--- src/design/sfr_pkg.sv ---
// Shared constants and types for the stream find-and-replace block.
// No dependencies; used by every module of the block but sfr_queue.
`default_nettype none

package sfr_pkg;

  localparam int BYTE_W = 8;
  localparam int LEN_W  = 4;
  localparam int CFG_W  = 64;

  typedef enum logic [1:0] {
    CFG_NEEDLE_LEN   = 2'd0,
    CFG_NEEDLE_BYTES = 2'd1,
    CFG_REPL_LEN     = 2'd2,
    CFG_REPL_BYTES   = 2'd3
  } cfg_idx_t;

endpackage

`default_nettype wire

--- src/design/stream_find_replace_top.sv ---
// Top level of the stream find-and-replace block.
// Instantiates sfr_front, sfr_queue and sfr_back; depends on sfr_pkg.
//
// The block takes one text byte per cycle and replaces every leftmost,
// non-overlapping occurrence of the configured needle with the replacement.
// Each accepted byte that causes results becomes one job of one to eight
// result items (a bare end marker counts as one), and the back part plays
// a job out one item per cycle while the output is not stalled. A byte that
// causes k results becomes k output items, and a byte that only fills the
// pending window causes no job. A two-entry job queue lets input continue
// while a replacement or final flush expands, and the input stalls only when
// that queue is full.
// The configuration port is always ready and there is no clearing pass.
`default_nettype none

module stream_find_replace_top #(
  parameter int NEEDLE_MAX  = 8,
  parameter int REPLACE_MAX = 8
) (
  input  logic                         clk,
  input  logic                         rst_n,
  input  logic                         cfg_valid,
  output logic                         cfg_ready,
  input  sfr_pkg::cfg_idx_t            cfg_index,
  input  logic [sfr_pkg::CFG_W-1:0]    cfg_data,
  input  logic                         in_valid,
  output logic                         in_stall,
  input  logic [sfr_pkg::BYTE_W-1:0]   in_text_byte,
  input  logic                         in_text_end,
  output logic                         out_valid,
  input  logic                         out_stall,
  output logic [sfr_pkg::BYTE_W-1:0]   out_byte,
  output logic                         out_byte_present,
  output logic                         out_end
);

  import sfr_pkg::*;

  localparam int JOB_MAX = (NEEDLE_MAX > REPLACE_MAX) ? NEEDLE_MAX : REPLACE_MAX;
  localparam int CW      = $clog2(JOB_MAX + 1);
  localparam int DATA_W  = JOB_MAX * BYTE_W + CW + 1;

  logic                      in_take, q_full, q_vld, q_pop;
  logic                      job_push, job_end, q_end;
  logic [JOB_MAX*BYTE_W-1:0] job_bytes, q_bytes;
  logic [CW-1:0]             job_cnt, q_cnt;

  assign cfg_ready = 1'b1;
  assign in_stall  = q_full;
  assign in_take   = in_valid && !q_full;

  sfr_front #(
    .NEEDLE_MAX  (NEEDLE_MAX),
    .REPLACE_MAX (REPLACE_MAX),
    .JOB_MAX     (JOB_MAX)
  ) u_front (
    .clk          (clk),
    .rst_n        (rst_n),
    .cfg_we       (cfg_valid && cfg_ready),
    .cfg_index    (cfg_index),
    .cfg_data     (cfg_data),
    .in_take      (in_take),
    .in_text_byte (in_text_byte),
    .in_text_end  (in_text_end),
    .job_push     (job_push),
    .job_bytes    (job_bytes),
    .job_cnt      (job_cnt),
    .job_end      (job_end)
  );

  sfr_queue #(
    .DATA_W (DATA_W),
    .DEPTH  (2)
  ) u_queue (
    .clk       (clk),
    .rst_n     (rst_n),
    .push      (job_push),
    .push_data ({job_end, job_cnt, job_bytes}),
    .pop       (q_pop),
    .pop_data  ({q_end, q_cnt, q_bytes}),
    .vld       (q_vld),
    .full      (q_full)
  );

  sfr_back #(
    .JOB_MAX (JOB_MAX)
  ) u_back (
    .clk              (clk),
    .rst_n            (rst_n),
    .q_vld            (q_vld),
    .q_bytes          (q_bytes),
    .q_cnt            (q_cnt),
    .q_end            (q_end),
    .q_pop            (q_pop),
    .out_stall        (out_stall),
    .out_valid        (out_valid),
    .out_byte         (out_byte),
    .out_byte_present (out_byte_present),
    .out_end          (out_end)
  );

endmodule

`default_nettype wire

--- src/design/sfr_queue.sv ---
// Small register queue of jobs between the front and back parts.
// Depends on nothing but its parameters.
`default_nettype none

module sfr_queue #(
  parameter int DATA_W = 8,
  parameter int DEPTH  = 2
) (
  input  logic              clk,
  input  logic              rst_n,
  input  logic              push,
  input  logic [DATA_W-1:0] push_data,
  input  logic              pop,
  output logic [DATA_W-1:0] pop_data,
  output logic              vld,
  output logic              full
);

  localparam int AW = (DEPTH > 1) ? $clog2(DEPTH) : 1;
  localparam int CNTW = $clog2(DEPTH + 1);

  logic [DATA_W-1:0] mem_r [DEPTH];
  logic [AW-1:0]     wr_ptr_r, rd_ptr_r;
  logic [CNTW-1:0]   cnt_r;

  assign pop_data = mem_r[rd_ptr_r];
  assign vld      = (cnt_r != '0);
  assign full     = (cnt_r == CNTW'(DEPTH));

  always_ff @(posedge clk) begin
    if (!rst_n) begin
      wr_ptr_r <= '0;
      rd_ptr_r <= '0;
      cnt_r    <= '0;
    end else begin
      if (push) begin
        mem_r[wr_ptr_r] <= push_data;
        wr_ptr_r <= (wr_ptr_r == AW'(DEPTH - 1)) ? '0 : wr_ptr_r + AW'(1);
      end
      if (pop) begin
        rd_ptr_r <= (rd_ptr_r == AW'(DEPTH - 1)) ? '0 : rd_ptr_r + AW'(1);
      end
      if (push && !pop) begin
        cnt_r <= cnt_r + CNTW'(1);
      end else if (pop && !push) begin
        cnt_r <= cnt_r - CNTW'(1);
      end
    end
  end

endmodule

`default_nettype wire

--- src/design/sfr_front.sv ---
// Front part: configuration registers, pending window and needle compare.
// Turns each text byte into at most one job of output bytes. Depends on sfr_pkg.
`default_nettype none

module sfr_front #(
  parameter int NEEDLE_MAX  = 8,
  parameter int REPLACE_MAX = 8,
  parameter int JOB_MAX     = 8
) (
  input  logic                            clk,
  input  logic                            rst_n,
  input  logic                            cfg_we,
  input  sfr_pkg::cfg_idx_t               cfg_index,
  input  logic [sfr_pkg::CFG_W-1:0]       cfg_data,
  input  logic                            in_take,
  input  logic [sfr_pkg::BYTE_W-1:0]      in_text_byte,
  input  logic                            in_text_end,
  output logic                            job_push,
  output logic [JOB_MAX*sfr_pkg::BYTE_W-1:0] job_bytes,
  output logic [$clog2(JOB_MAX+1)-1:0]    job_cnt,
  output logic                            job_end
);

  import sfr_pkg::*;

  localparam int NW = $clog2(NEEDLE_MAX + 1);
  localparam int CW = $clog2(JOB_MAX + 1);

  logic [LEN_W-1:0]               nlen_cfg_r, rlen_cfg_r;
  logic [NEEDLE_MAX*BYTE_W-1:0]   needle_r;
  logic [REPLACE_MAX*BYTE_W-1:0]  repl_r;
  logic [NEEDLE_MAX*BYTE_W-1:0]   win_r, win_nxt, win_new;
  logic [NW-1:0]                  cnt_r, cnt_nxt, nlen, pc, pc_new;
  logic [CW-1:0]                  rlen;
  logic                           full, match;

  always_comb begin
    nlen = (nlen_cfg_r > LEN_W'(NEEDLE_MAX)) ? NW'(NEEDLE_MAX) : NW'(nlen_cfg_r);
    rlen = (rlen_cfg_r > LEN_W'(REPLACE_MAX)) ? CW'(REPLACE_MAX) : CW'(rlen_cfg_r);
    pc     = (cnt_r >= nlen) ? '0 : cnt_r;
    pc_new = pc + NW'(1);
    for (int i = 0; i < NEEDLE_MAX; i++) begin
      win_new[i*BYTE_W +: BYTE_W] = (pc == NW'(i)) ? in_text_byte
                                                   : win_r[i*BYTE_W +: BYTE_W];
    end
    full  = (pc_new == nlen);
    match = full;
    for (int i = 0; i < NEEDLE_MAX; i++) begin
      if ((NW'(i) < nlen) &&
          (win_new[i*BYTE_W +: BYTE_W] != needle_r[i*BYTE_W +: BYTE_W])) begin
        match = 1'b0;
      end
    end
  end

  always_comb begin
    job_bytes = '0;
    job_cnt   = '0;
    job_end   = in_text_end;
    cnt_nxt   = cnt_r;
    win_nxt   = win_new;
    if (nlen == '0) begin
      job_bytes[BYTE_W-1:0] = in_text_byte;
      job_cnt = CW'(1);
    end else if (match) begin
      for (int i = 0; i < REPLACE_MAX; i++) begin
        job_bytes[i*BYTE_W +: BYTE_W] = repl_r[i*BYTE_W +: BYTE_W];
      end
      job_cnt = rlen;
      cnt_nxt = '0;
    end else begin
      for (int i = 0; i < NEEDLE_MAX; i++) begin
        job_bytes[i*BYTE_W +: BYTE_W] = win_new[i*BYTE_W +: BYTE_W];
      end
      if (full) begin
        job_cnt = in_text_end ? CW'(nlen) : CW'(1);
        cnt_nxt = nlen - NW'(1);
        for (int i = 0; i < NEEDLE_MAX - 1; i++) begin
          win_nxt[i*BYTE_W +: BYTE_W] = win_new[(i+1)*BYTE_W +: BYTE_W];
        end
      end else begin
        job_cnt = in_text_end ? CW'(pc_new) : '0;
        cnt_nxt = pc_new;
      end
    end
    if (in_text_end && (nlen != '0)) begin
      cnt_nxt = '0;
    end
    job_push = in_take && ((job_cnt != '0) || in_text_end);
  end

  always_ff @(posedge clk) begin
    if (!rst_n) begin
      nlen_cfg_r <= '0;
      rlen_cfg_r <= '0;
      needle_r   <= '0;
      repl_r     <= '0;
      cnt_r      <= '0;
    end else begin
      if (in_take) begin
        cnt_r <= cnt_nxt;
      end
      if (cfg_we) begin
        case (cfg_index)
          CFG_NEEDLE_LEN: begin
            nlen_cfg_r <= cfg_data[LEN_W-1:0];
            cnt_r      <= '0;
          end
          CFG_NEEDLE_BYTES: needle_r   <= cfg_data[NEEDLE_MAX*BYTE_W-1:0];
          CFG_REPL_LEN:     rlen_cfg_r <= cfg_data[LEN_W-1:0];
          CFG_REPL_BYTES:   repl_r     <= cfg_data[REPLACE_MAX*BYTE_W-1:0];
          default: begin
          end
        endcase
      end
    end
  end

  always_ff @(posedge clk) begin
    if (in_take && (nlen != '0)) begin
      win_r <= win_nxt;
    end
  end

endmodule

`default_nettype wire

--- src/design/sfr_back.sv ---
// Back part: plays out one queued job a byte per cycle into the output register
// while the output is not stalled. Depends on sfr_pkg.
`default_nettype none

module sfr_back #(
  parameter int JOB_MAX = 8
) (
  input  logic                               clk,
  input  logic                               rst_n,
  input  logic                               q_vld,
  input  logic [JOB_MAX*sfr_pkg::BYTE_W-1:0] q_bytes,
  input  logic [$clog2(JOB_MAX+1)-1:0]       q_cnt,
  input  logic                               q_end,
  output logic                               q_pop,
  input  logic                               out_stall,
  output logic                               out_valid,
  output logic [sfr_pkg::BYTE_W-1:0]         out_byte,
  output logic                               out_byte_present,
  output logic                               out_end
);

  import sfr_pkg::*;

  localparam int CW = $clog2(JOB_MAX + 1);
  localparam int IW = (JOB_MAX > 1) ? $clog2(JOB_MAX) : 1;

  logic                        cur_vld_r, cur_end_r;
  logic [JOB_MAX*BYTE_W-1:0]   cur_bytes_r;
  logic [CW-1:0]               cur_cnt_r;
  logic [IW-1:0]               idx_r;
  logic                        out_vld_r, out_present_r, out_end_r;
  logic [BYTE_W-1:0]           out_byte_r;
  logic                        adv, emit, last_item;

  always_comb begin
    last_item = (cur_cnt_r == '0) || ((CW'(idx_r) + CW'(1)) == cur_cnt_r);
    adv       = !out_vld_r || !out_stall;
    emit      = adv && cur_vld_r;
    q_pop     = q_vld && (!cur_vld_r || (emit && last_item));
  end

  always_ff @(posedge clk) begin
    if (!rst_n) begin
      cur_vld_r <= 1'b0;
      out_vld_r <= 1'b0;
      idx_r     <= '0;
    end else begin
      if (q_pop) begin
        cur_vld_r   <= 1'b1;
        cur_bytes_r <= q_bytes;
        cur_cnt_r   <= q_cnt;
        cur_end_r   <= q_end;
        idx_r       <= '0;
      end else if (emit && last_item) begin
        cur_vld_r <= 1'b0;
      end else if (emit) begin
        idx_r <= idx_r + IW'(1);
      end
      if (adv) begin
        out_vld_r <= cur_vld_r;
      end
      if (emit) begin
        out_byte_r    <= (cur_cnt_r == '0) ? '0 : cur_bytes_r[idx_r*BYTE_W +: BYTE_W];
        out_present_r <= (cur_cnt_r != '0);
        out_end_r     <= cur_end_r && last_item;
      end
    end
  end

  assign out_valid        = out_vld_r;
  assign out_byte         = out_byte_r;
  assign out_byte_present = out_present_r;
  assign out_end          = out_end_r;

endmodule

`default_nettype wire

--- config.mk ---
export PLATFORM = sky130hd
export DESIGN_NAME = stream_find_replace_top
export DESIGN_NICKNAME = d
export VERILOG_FILES = /design/src/design/sfr_pkg.sv /design/src/design/stream_find_replace_top.sv /design/src/design/sfr_queue.sv /design/src/design/sfr_front.sv /design/src/design/sfr_back.sv
export SDC_FILE = /design/constraint.sdc
export NUM_CORES = 1
export LEC_CHECK = 0
export BUFFER_PORTS_ARGS = -buffer_cell sky130_fd_sc_hd__buf_4
export CAP_MARGIN = 20
export CORE_MARGIN = 3
export CORE_UTILIZATION = 46
export CTS_BUF_LIST = sky130_fd_sc_hd__clkbuf_4
export DETAILED_ROUTE_END_ITERATION = 10
export HOLD_SLACK_MARGIN = 0.15
export PLACE_DENSITY = 0.75
export SLEW_MARGIN = 20
export SYNTH_ARGS = -nofsm -noshare
export SYNTH_HDL_FRONTEND = slang
export SYNTH_SLANG_ARGS = --single-unit
--- constraint.sdc ---
create_clock -name clk -period 6.2 [get_ports clk]
set_input_delay 1.24 -clock clk [delete_from_list [all_inputs] [get_ports clk]]
set_output_delay 1.24 -clock clk [all_outputs]
set_load 0.02 [all_outputs]
==> results of run 1 <==
[worst paths after layout]
path                                      startpoint  depth (start not counted)                               to  slack, ns
setup / recovery  u_front.nlen_cfg_r[3]$_SDFFE_PN0P_                         24    u_queue.cnt_r[1]$_SDFFE_PN0P_       0.24
hold / removal       u_front.repl_r[59]$_SDFFE_PN0P_                          2  u_front.repl_r[59]$_SDFFE_PN0P_       0.46
setup reg to reg  u_front.nlen_cfg_r[3]$_SDFFE_PN0P_                         24    u_queue.cnt_r[1]$_SDFFE_PN0P_       0.24
hold reg to reg      u_front.repl_r[59]$_SDFFE_PN0P_                          2  u_front.repl_r[59]$_SDFFE_PN0P_       0.46
[metrics by stage]
| step | power (mW) | instance area [sq um] | hold WS, ns | std cells | util, % |
|---|---|---|---|---|---|
| floorplan | 4.40 | 20000 | 0.433 | 1796 | - |
| global placement | 4.79 | 21300 | 0.441 | 2387 | 50.3 |
| detailed placement | 4.83 | 21300 | 0.447 | 2387 | 50.3 |
| CTS | 7.23 | 22700 | 0.457 | 2590 | 53.6 |
| global route | 7.50 | 22800 | 0.478 | 2597 | 53.9 |
| finish | 7.17 | 22800 | 0.457 | 2597 | 53.9 |
[synth_stat cells (all sizes together), types with 8 or more instances]
cell type  count
a211oi        33
a21oi        166
a311oi        22
buf           43
clkbuf        82
dfxtp        149
edfxtp       281
ha            14
inv           27
mux2          77
mux2i         61
mux4          16
nand2        329
nand2b        14
nand3         26
nand3b        13
nand4         10
nor2         123
nor2b         10
nor3          11
nor4          14
o2111a         8
o2111ai       14
o211ai        15
o21ai         21
o221a         27
o22ai          8
or3           17
xnor2         49
xor2          39
[what timing repair did]
action / CTS / global route
hold endpoints to repair: 0 / 0
setup buffers: 0 / 5
gates resized for setup: 0 / 16
setup endpoints to repair: 0 / 282
[registers in the layout, indices dropped and copies added, names as in the netlist, 2 cells and up]
signal and cells:
u_front.win_r 64, u_front.rlen_cfg_r 4, u_back.idx_r 3, u_front.repl_r 64, u_front.needle_r 64, u_back.cur_cnt_r 4, u_queue.mem_r 138, u_back.cur_bytes_r 64
u_back.out_byte 8, u_front.cnt_r 4, u_queue.cnt_r 2, u_front.nlen_cfg_r 4
[critical path, cell delays in order, from the launching register on]
cell      delay [ns]
dfxtp_2         0.36
inv_1           0.17
nand2_1         0.25
ha_1            0.29
a21oi_2         0.17
buf_4           0.36
nand3_1         0.25
inv_1           0.14
ha_1            0.22
buf_4           0.27
nand2b_1        0.14
o211ai_1        0.09
buf_4           0.17
xor2_1          0.14
nor4_1          0.29
nand2_1         0.20
a2111o_1        0.52
or3b_1          0.42
a21boi_1        0.24
a211oi_2        0.09
inv_2           0.13
o21a_1          0.17
ha_1            0.27
or3_1           0.38
a21oi_1         0.14
[logic make-up (layout without fill, tap and decap cells)]
family,count (synthesis),after routing,synth area share (%)
AO/OA/AOI/OAI,361,362,12.7
multiplexers,154,154,9.19
other,1,2,0.0187
AND/OR/NAND/NOR,596,596,13.0
adder cells (fa/ha/maj),14,14,0.876
flip-flops,430,430,57.1
buffers and inverters,152,374,3.18
XOR/XNOR,88,88,3.85
[layer usage]
layer	GRT usage, %	share of wire, %
met3	6.02	8.5
met5	0	0
met1	31.6	42
met2	38.3	47
met4	8.85	2.8
[report_power, final]
part           total (mW)  switching [mW]  internal (mW)
clock                2.40            1.14           1.25
sequential           3.56           0.126           3.44
combinational        1.21           0.702          0.509
[area by class of cell]
type                            count  area (sq um)  area share, %
Sequential cell                   430         11400           50.0
Multi-Input combinational cell   1215          8050           35.2
Clock buffer                      171          1280           5.62
Timing Repair Buffer              144          1130           4.94
Tap cell                          577           722           3.16
Clock inverter                     32           136          0.597
Inverter                           27           104          0.455
Antenna cell                        1          2.50         0.0110
==> flow_metrics.tcl, run 1 <==
set metrics [dict create \
    synth_top_flop_cell "edfxtp_1" \
    synth_cell_types 74 \
    grt_pass1_vias 14600 \
    clk_latency_ns 0.80 \
    synth_top_area_cell "edfxtp_1" \
    ant_nets 0 \
    die_h_um 215 \
    syn_area_sq_mm 0.0200 \
    place_ws_ns 0.0861 \
    grt_usage_pct 23.9 \
    post-route-period-util_pct 96.1 \
    vias 15000 \
    p_leak_nw 8.37 \
    vias_per_cell 5.78 \
    ctsHoldBuffers 0 \
    finalCriticalPeriod_ns 5.96 \
    io_buffers 91 \
    endpoint_kind "flop" \
    grt_pass1_wl_mm 85.6 \
    dp_hpwl_mm 38.3 \
    finalWorstSetupSlack_ns 0.241 \
    avgSynthCellArea_sq_um 11.1 \
    synth_edf_count 281 \
    antenna_found_initial 1 \
    wl_per_cell_um 21.9 \
    setup-tns-final_ns 0 \
    cts_root_buffer "clkbuf_4" \
    ys_ff_latch 430 \
    first_pass_iters 5 \
    clock_skew_ns 0.0524 \
    drt_iter0_markers 1475 \
    drv_slew 0 \
    power.density_mw_per_mm2 314 \
    wl_mm 56.8 \
    synth_top_area_share_pct 42.2 \
    mostFrequentLayoutCell "nand2_1" \
    synth_fp_nets 1890 \
    layout.nets 2020 \
    irDropWorstVdd_mv 0.184 \
    ys_warn_count 0 \
    setup_violations 0 \
    cts.sink_count 430 \
    slew_headroom_pct 28.9 \
    layout_common_cells "326 x nand2_1, 281 x edfxtp_1, 171 x clkbuf_4, 164 x a21oi_1, 147 x dfxtp_1" \
    drc_errors 0 \
    start_util_pct 47.2 \
    grt_max_degree 123 \
    gp_congestion 0.947 \
    fmax_mhz 168 \
    tightestPinTransition_ns 1.06 \
    clk_path_buf_depth 3 \
    clk_pin_slew_worst_paths_ns 0.07 \
    cts_buffers 108 \
    hold_viol 0 \
    core_sq_mm 0.0424 \
    crit_type "flop to flop" \
    hold_path_class "flop to flop" \
    crit_arrival_ns 6.67 \
    rows 75 \
    drive_gt1_share_pct 24.5 \
    ios 93 \
    synthArstFlopShare_pct 0 \
    crit_path_start_kind "flop" \
    dieWidth_um 215 \
    nFillCells 3721 \
    maxCapViolations 0 \
    status "complete, no violations" \
    cts_tree "built" \
    htreeDepth 3 \
    synthTopCellsByArea "edfxtp_1 42%, dfxtp_1 15%, nand2_1 6.1%" \
    overflow 0 \
    yosysSeqAreaShare_pct 57.1 \
    syn_to_final_growth_pct 14.2 \
    path_max_fanout 25 \
    syn_inst 1796 \
    critPathRequiredTime_ns 6.91 \
    die-area_sq_mm 0.0460 \
]
No activity file was read; power rests on OpenSTA's default activity.
==> run 2: changes to the inputs <==
--- a/config.mk
+++ b/config.mk
@@ -7,7 +7,7 @@
 export LEC_CHECK = 0
 export BUFFER_PORTS_ARGS = -buffer_cell sky130_fd_sc_hd__buf_4
 export CAP_MARGIN = 20
-export CORE_MARGIN = 3
+export CORE_MARGIN = 2
 export CORE_UTILIZATION = 46
 export CTS_BUF_LIST = sky130_fd_sc_hd__clkbuf_4
 export DETAILED_ROUTE_END_ITERATION = 10
==> flow_metrics.tcl, run 2 (same netlist as run 1, synthesis figures left out) <==
set metrics [dict create \
    path_max_fanout 16 \
    drt_iter0_markers 1862 \
    irDropWorstVdd_mv 0.234 \
    fmax_mhz 171 \
    switchingPower_mw 1.98 \
    slew_headroom_pct 32.3 \
    r2r_end "u_queue.cnt_r[1]$_SDFFE_PN0P_" \
    cts_tree "built" \
    wl_mm 55.9 \
    vias_per_cell 5.75 \
    dp_cells 2395 \
    setup-tns-final_ns 0 \
    final_util_pct 53.1 \
    cts.sink_count 430 \
    layout.nets 2015 \
    core_sq_mm 0.0430 \
    post-route-period-util_pct 94.6 \
    die_h_um 213 \
    hold_viol 0 \
    finalCriticalPeriod_ns 5.86 \
    regArea_sq_mm 0.0114 \
    grt_max_degree 123 \
    min_delay_path_depth 2 \
    die-area_sq_mm 0.0452 \
    largest_reg_flops 138 \
    antenna_found_initial 2 \
    htreeDepth 3 \
    tightestPinTransition_ns 1.02 \
    comb_power_share_pct 16.7 \
    crit_path_start_kind "flop" \
    io_buffers 91 \
    setup_violations 0 \
    grt_pass1_wl_mm 84.8 \
    nFillCells 3754 \
    maxCapViolations 0 \
    drc_errors 0 \
    layout_common_cells "325 x nand2_1, 281 x edfxtp_1, 165 x a21oi_1, 154 x clkbuf_4, 147 x dfxtp_1" \
    multi_input_area_sq_mm 0.00800 \
    hp-start "u_front.repl_r[2]$_SDFFE_PN0P_" \
    overflow 0 \
    crit_arrival_ns 6.61 \
    swShare_pct 27.5 \
    power.density_mw_per_mm2 316 \
    clk_pin_slew_worst_paths_ns 0.07 \
    ant_nets 0 \
    rows 76 \
    cts_buffers 106 \
    worst-r2r-setup-slack_ns 0.34 \
    vias 14900 \
    ios 93 \
    drv_slew 0 \
    critPathRequiredTime_ns 6.94 \
    crit_type "flop to flop" \
    rsz0062_at_grt "no" \
    ctsHoldBuffers 0 \
    hold_slack_ns 0.453 \
    gp_congestion 0.973 \
    start_util_pct 46.5 \
    first_pass_iters 5 \
    p_leak_nw 8.35 \
    dp_hpwl_mm 38.2 \
    status "complete, no violations" \
    grt_usage_pct 25.1 \
    seq_power_share_pct 49.4 \
    p_clk_share_pct 33.9 \
    whs_endpoint "u_front.repl_r[2]$_SDFFE_PN0P_" \
    hold_path_class "flop to flop" \
    rr_startpoint "u_front.nlen_cfg_r[3]$_SDFFE_PN0P_" \
    mostFrequentLayoutCell "nand2_1" \
    reg2reg_depth 22 \
    p_int_mw 5.22 \
    p_total_mw 7.20 \
    clock_skew_ns 0.0909 \
    drive_gt1_share_pct 23.5 \
    clk_path_buf_depth 3 \
    largest_register "u_queue.mem_r" \
    dieWidth_um 213 \
    wl_per_cell_um 21.6 \
    grt_pass1_vias 14300 \
    clk_latency_ns 0.86 \
    endpoint_kind "flop" \
    syn_to_final_growth_pct 14.0 \
    stdcell_count 2595 \
    cts_root_buffer "clkbuf_4" \
]
[run 2: layer usage]
metal	track usage, %	share of wire [%]	vias to the layer above
li1	-	-	6857
met1	34.0	41	7157
met2	37.8	45	763
met3	6.26	9.7	130
met4	11.9	4.0	2
met5	0	0.034	-
[run 2: worst max-delay path by stage]
stage / endpoint / startpoint / depth (start not counted)
after detailed placement: u_front.win_r[37]$_DFFE_PP_ / u_front.nlen_cfg_r[3]$_SDFFE_PN0P_ / 19
after floorplan: u_queue.mem_r[0][0]$_DFFE_PP_ / u_front.nlen_cfg_r[3]$_SDFFE_PN0P_ / 24
after global routing: u_queue.cnt_r[1]$_SDFFE_PN0P_ / u_front.nlen_cfg_r[3]$_SDFFE_PN0P_ / 24
final: u_queue.cnt_r[1]$_SDFFE_PN0P_ / u_front.nlen_cfg_r[3]$_SDFFE_PN0P_ / 22
after CTS: u_queue.mem_r[1][21]$_DFFE_PP_ / u_front.nlen_cfg_r[3]$_SDFFE_PN0P_ / 22
after global placement: u_queue.cnt_r[1]$_SDFFE_PN0P_ / u_front.nlen_cfg_r[3]$_SDFFE_PN0P_ / 22
[run 2: metrics by stage]
step | cell area [sq um] | setup WS (ns)
after floorplan | 20000 | 0.00988
after global placement | 21300 | 0.235
after detailed placement | 21300 | 0.0921
after CTS | 22800 | 0.0448
after global routing | 22800 | 0.0397
final | 22800 | 0.336
[run 2: power by group through the flow]
stage | registers (mW) | clock network [mW] | logic [mW]
2_1_floorplan | 3.59 | 0 | 0.810
3_3_place_gp | 3.61 | 0 | 1.18
3_5_place_dp | 3.62 | 0 | 1.20
4_1_cts | 3.56 | 2.49 | 1.21
5_1_grt | 3.58 | 2.64 | 1.30
6_report | 3.56 | 2.44 | 1.20
[run 2: worst max-delay path, stage by stage (launching register included)]
cell,delay (ns)
dfxtp_2,0.36
inv_1,0.17
nand2_1,0.29
ha_1,0.43
o211ai_4,0.10
or2_2,0.29
nand3_1,0.15
ha_1,0.20
and3b_1,0.22
o211a_1,0.53
nand2_1,0.18
and3_1,0.20
nor3_1,0.26
o2111ai_1,0.17
nor4_1,0.40
a21oi_1,0.16
or2_4,0.27
a211oi_2,0.28
inv_2,0.10
o21a_1,0.20
ha_1,0.31
or3_1,0.38
a21oi_1,0.14
[run 2: timing repair]
item,in CTS,in global routing
resized for setup,0,9
buffers inserted,0,3
setup endpoints to repair,0,269
[run 2: cell type report]
cell class / count / share of cell area (%)
sequential: 430 / 50.1
clock inverter: 42 / 1.15
clock buffer: 154 / 5.07
antenna: 1 / 0.0110
tap: 585 / 3.21
multi-input combinational: 1214 / 35.1
inverter: 27 / 0.455
timing repair buffer: 142 / 4.91
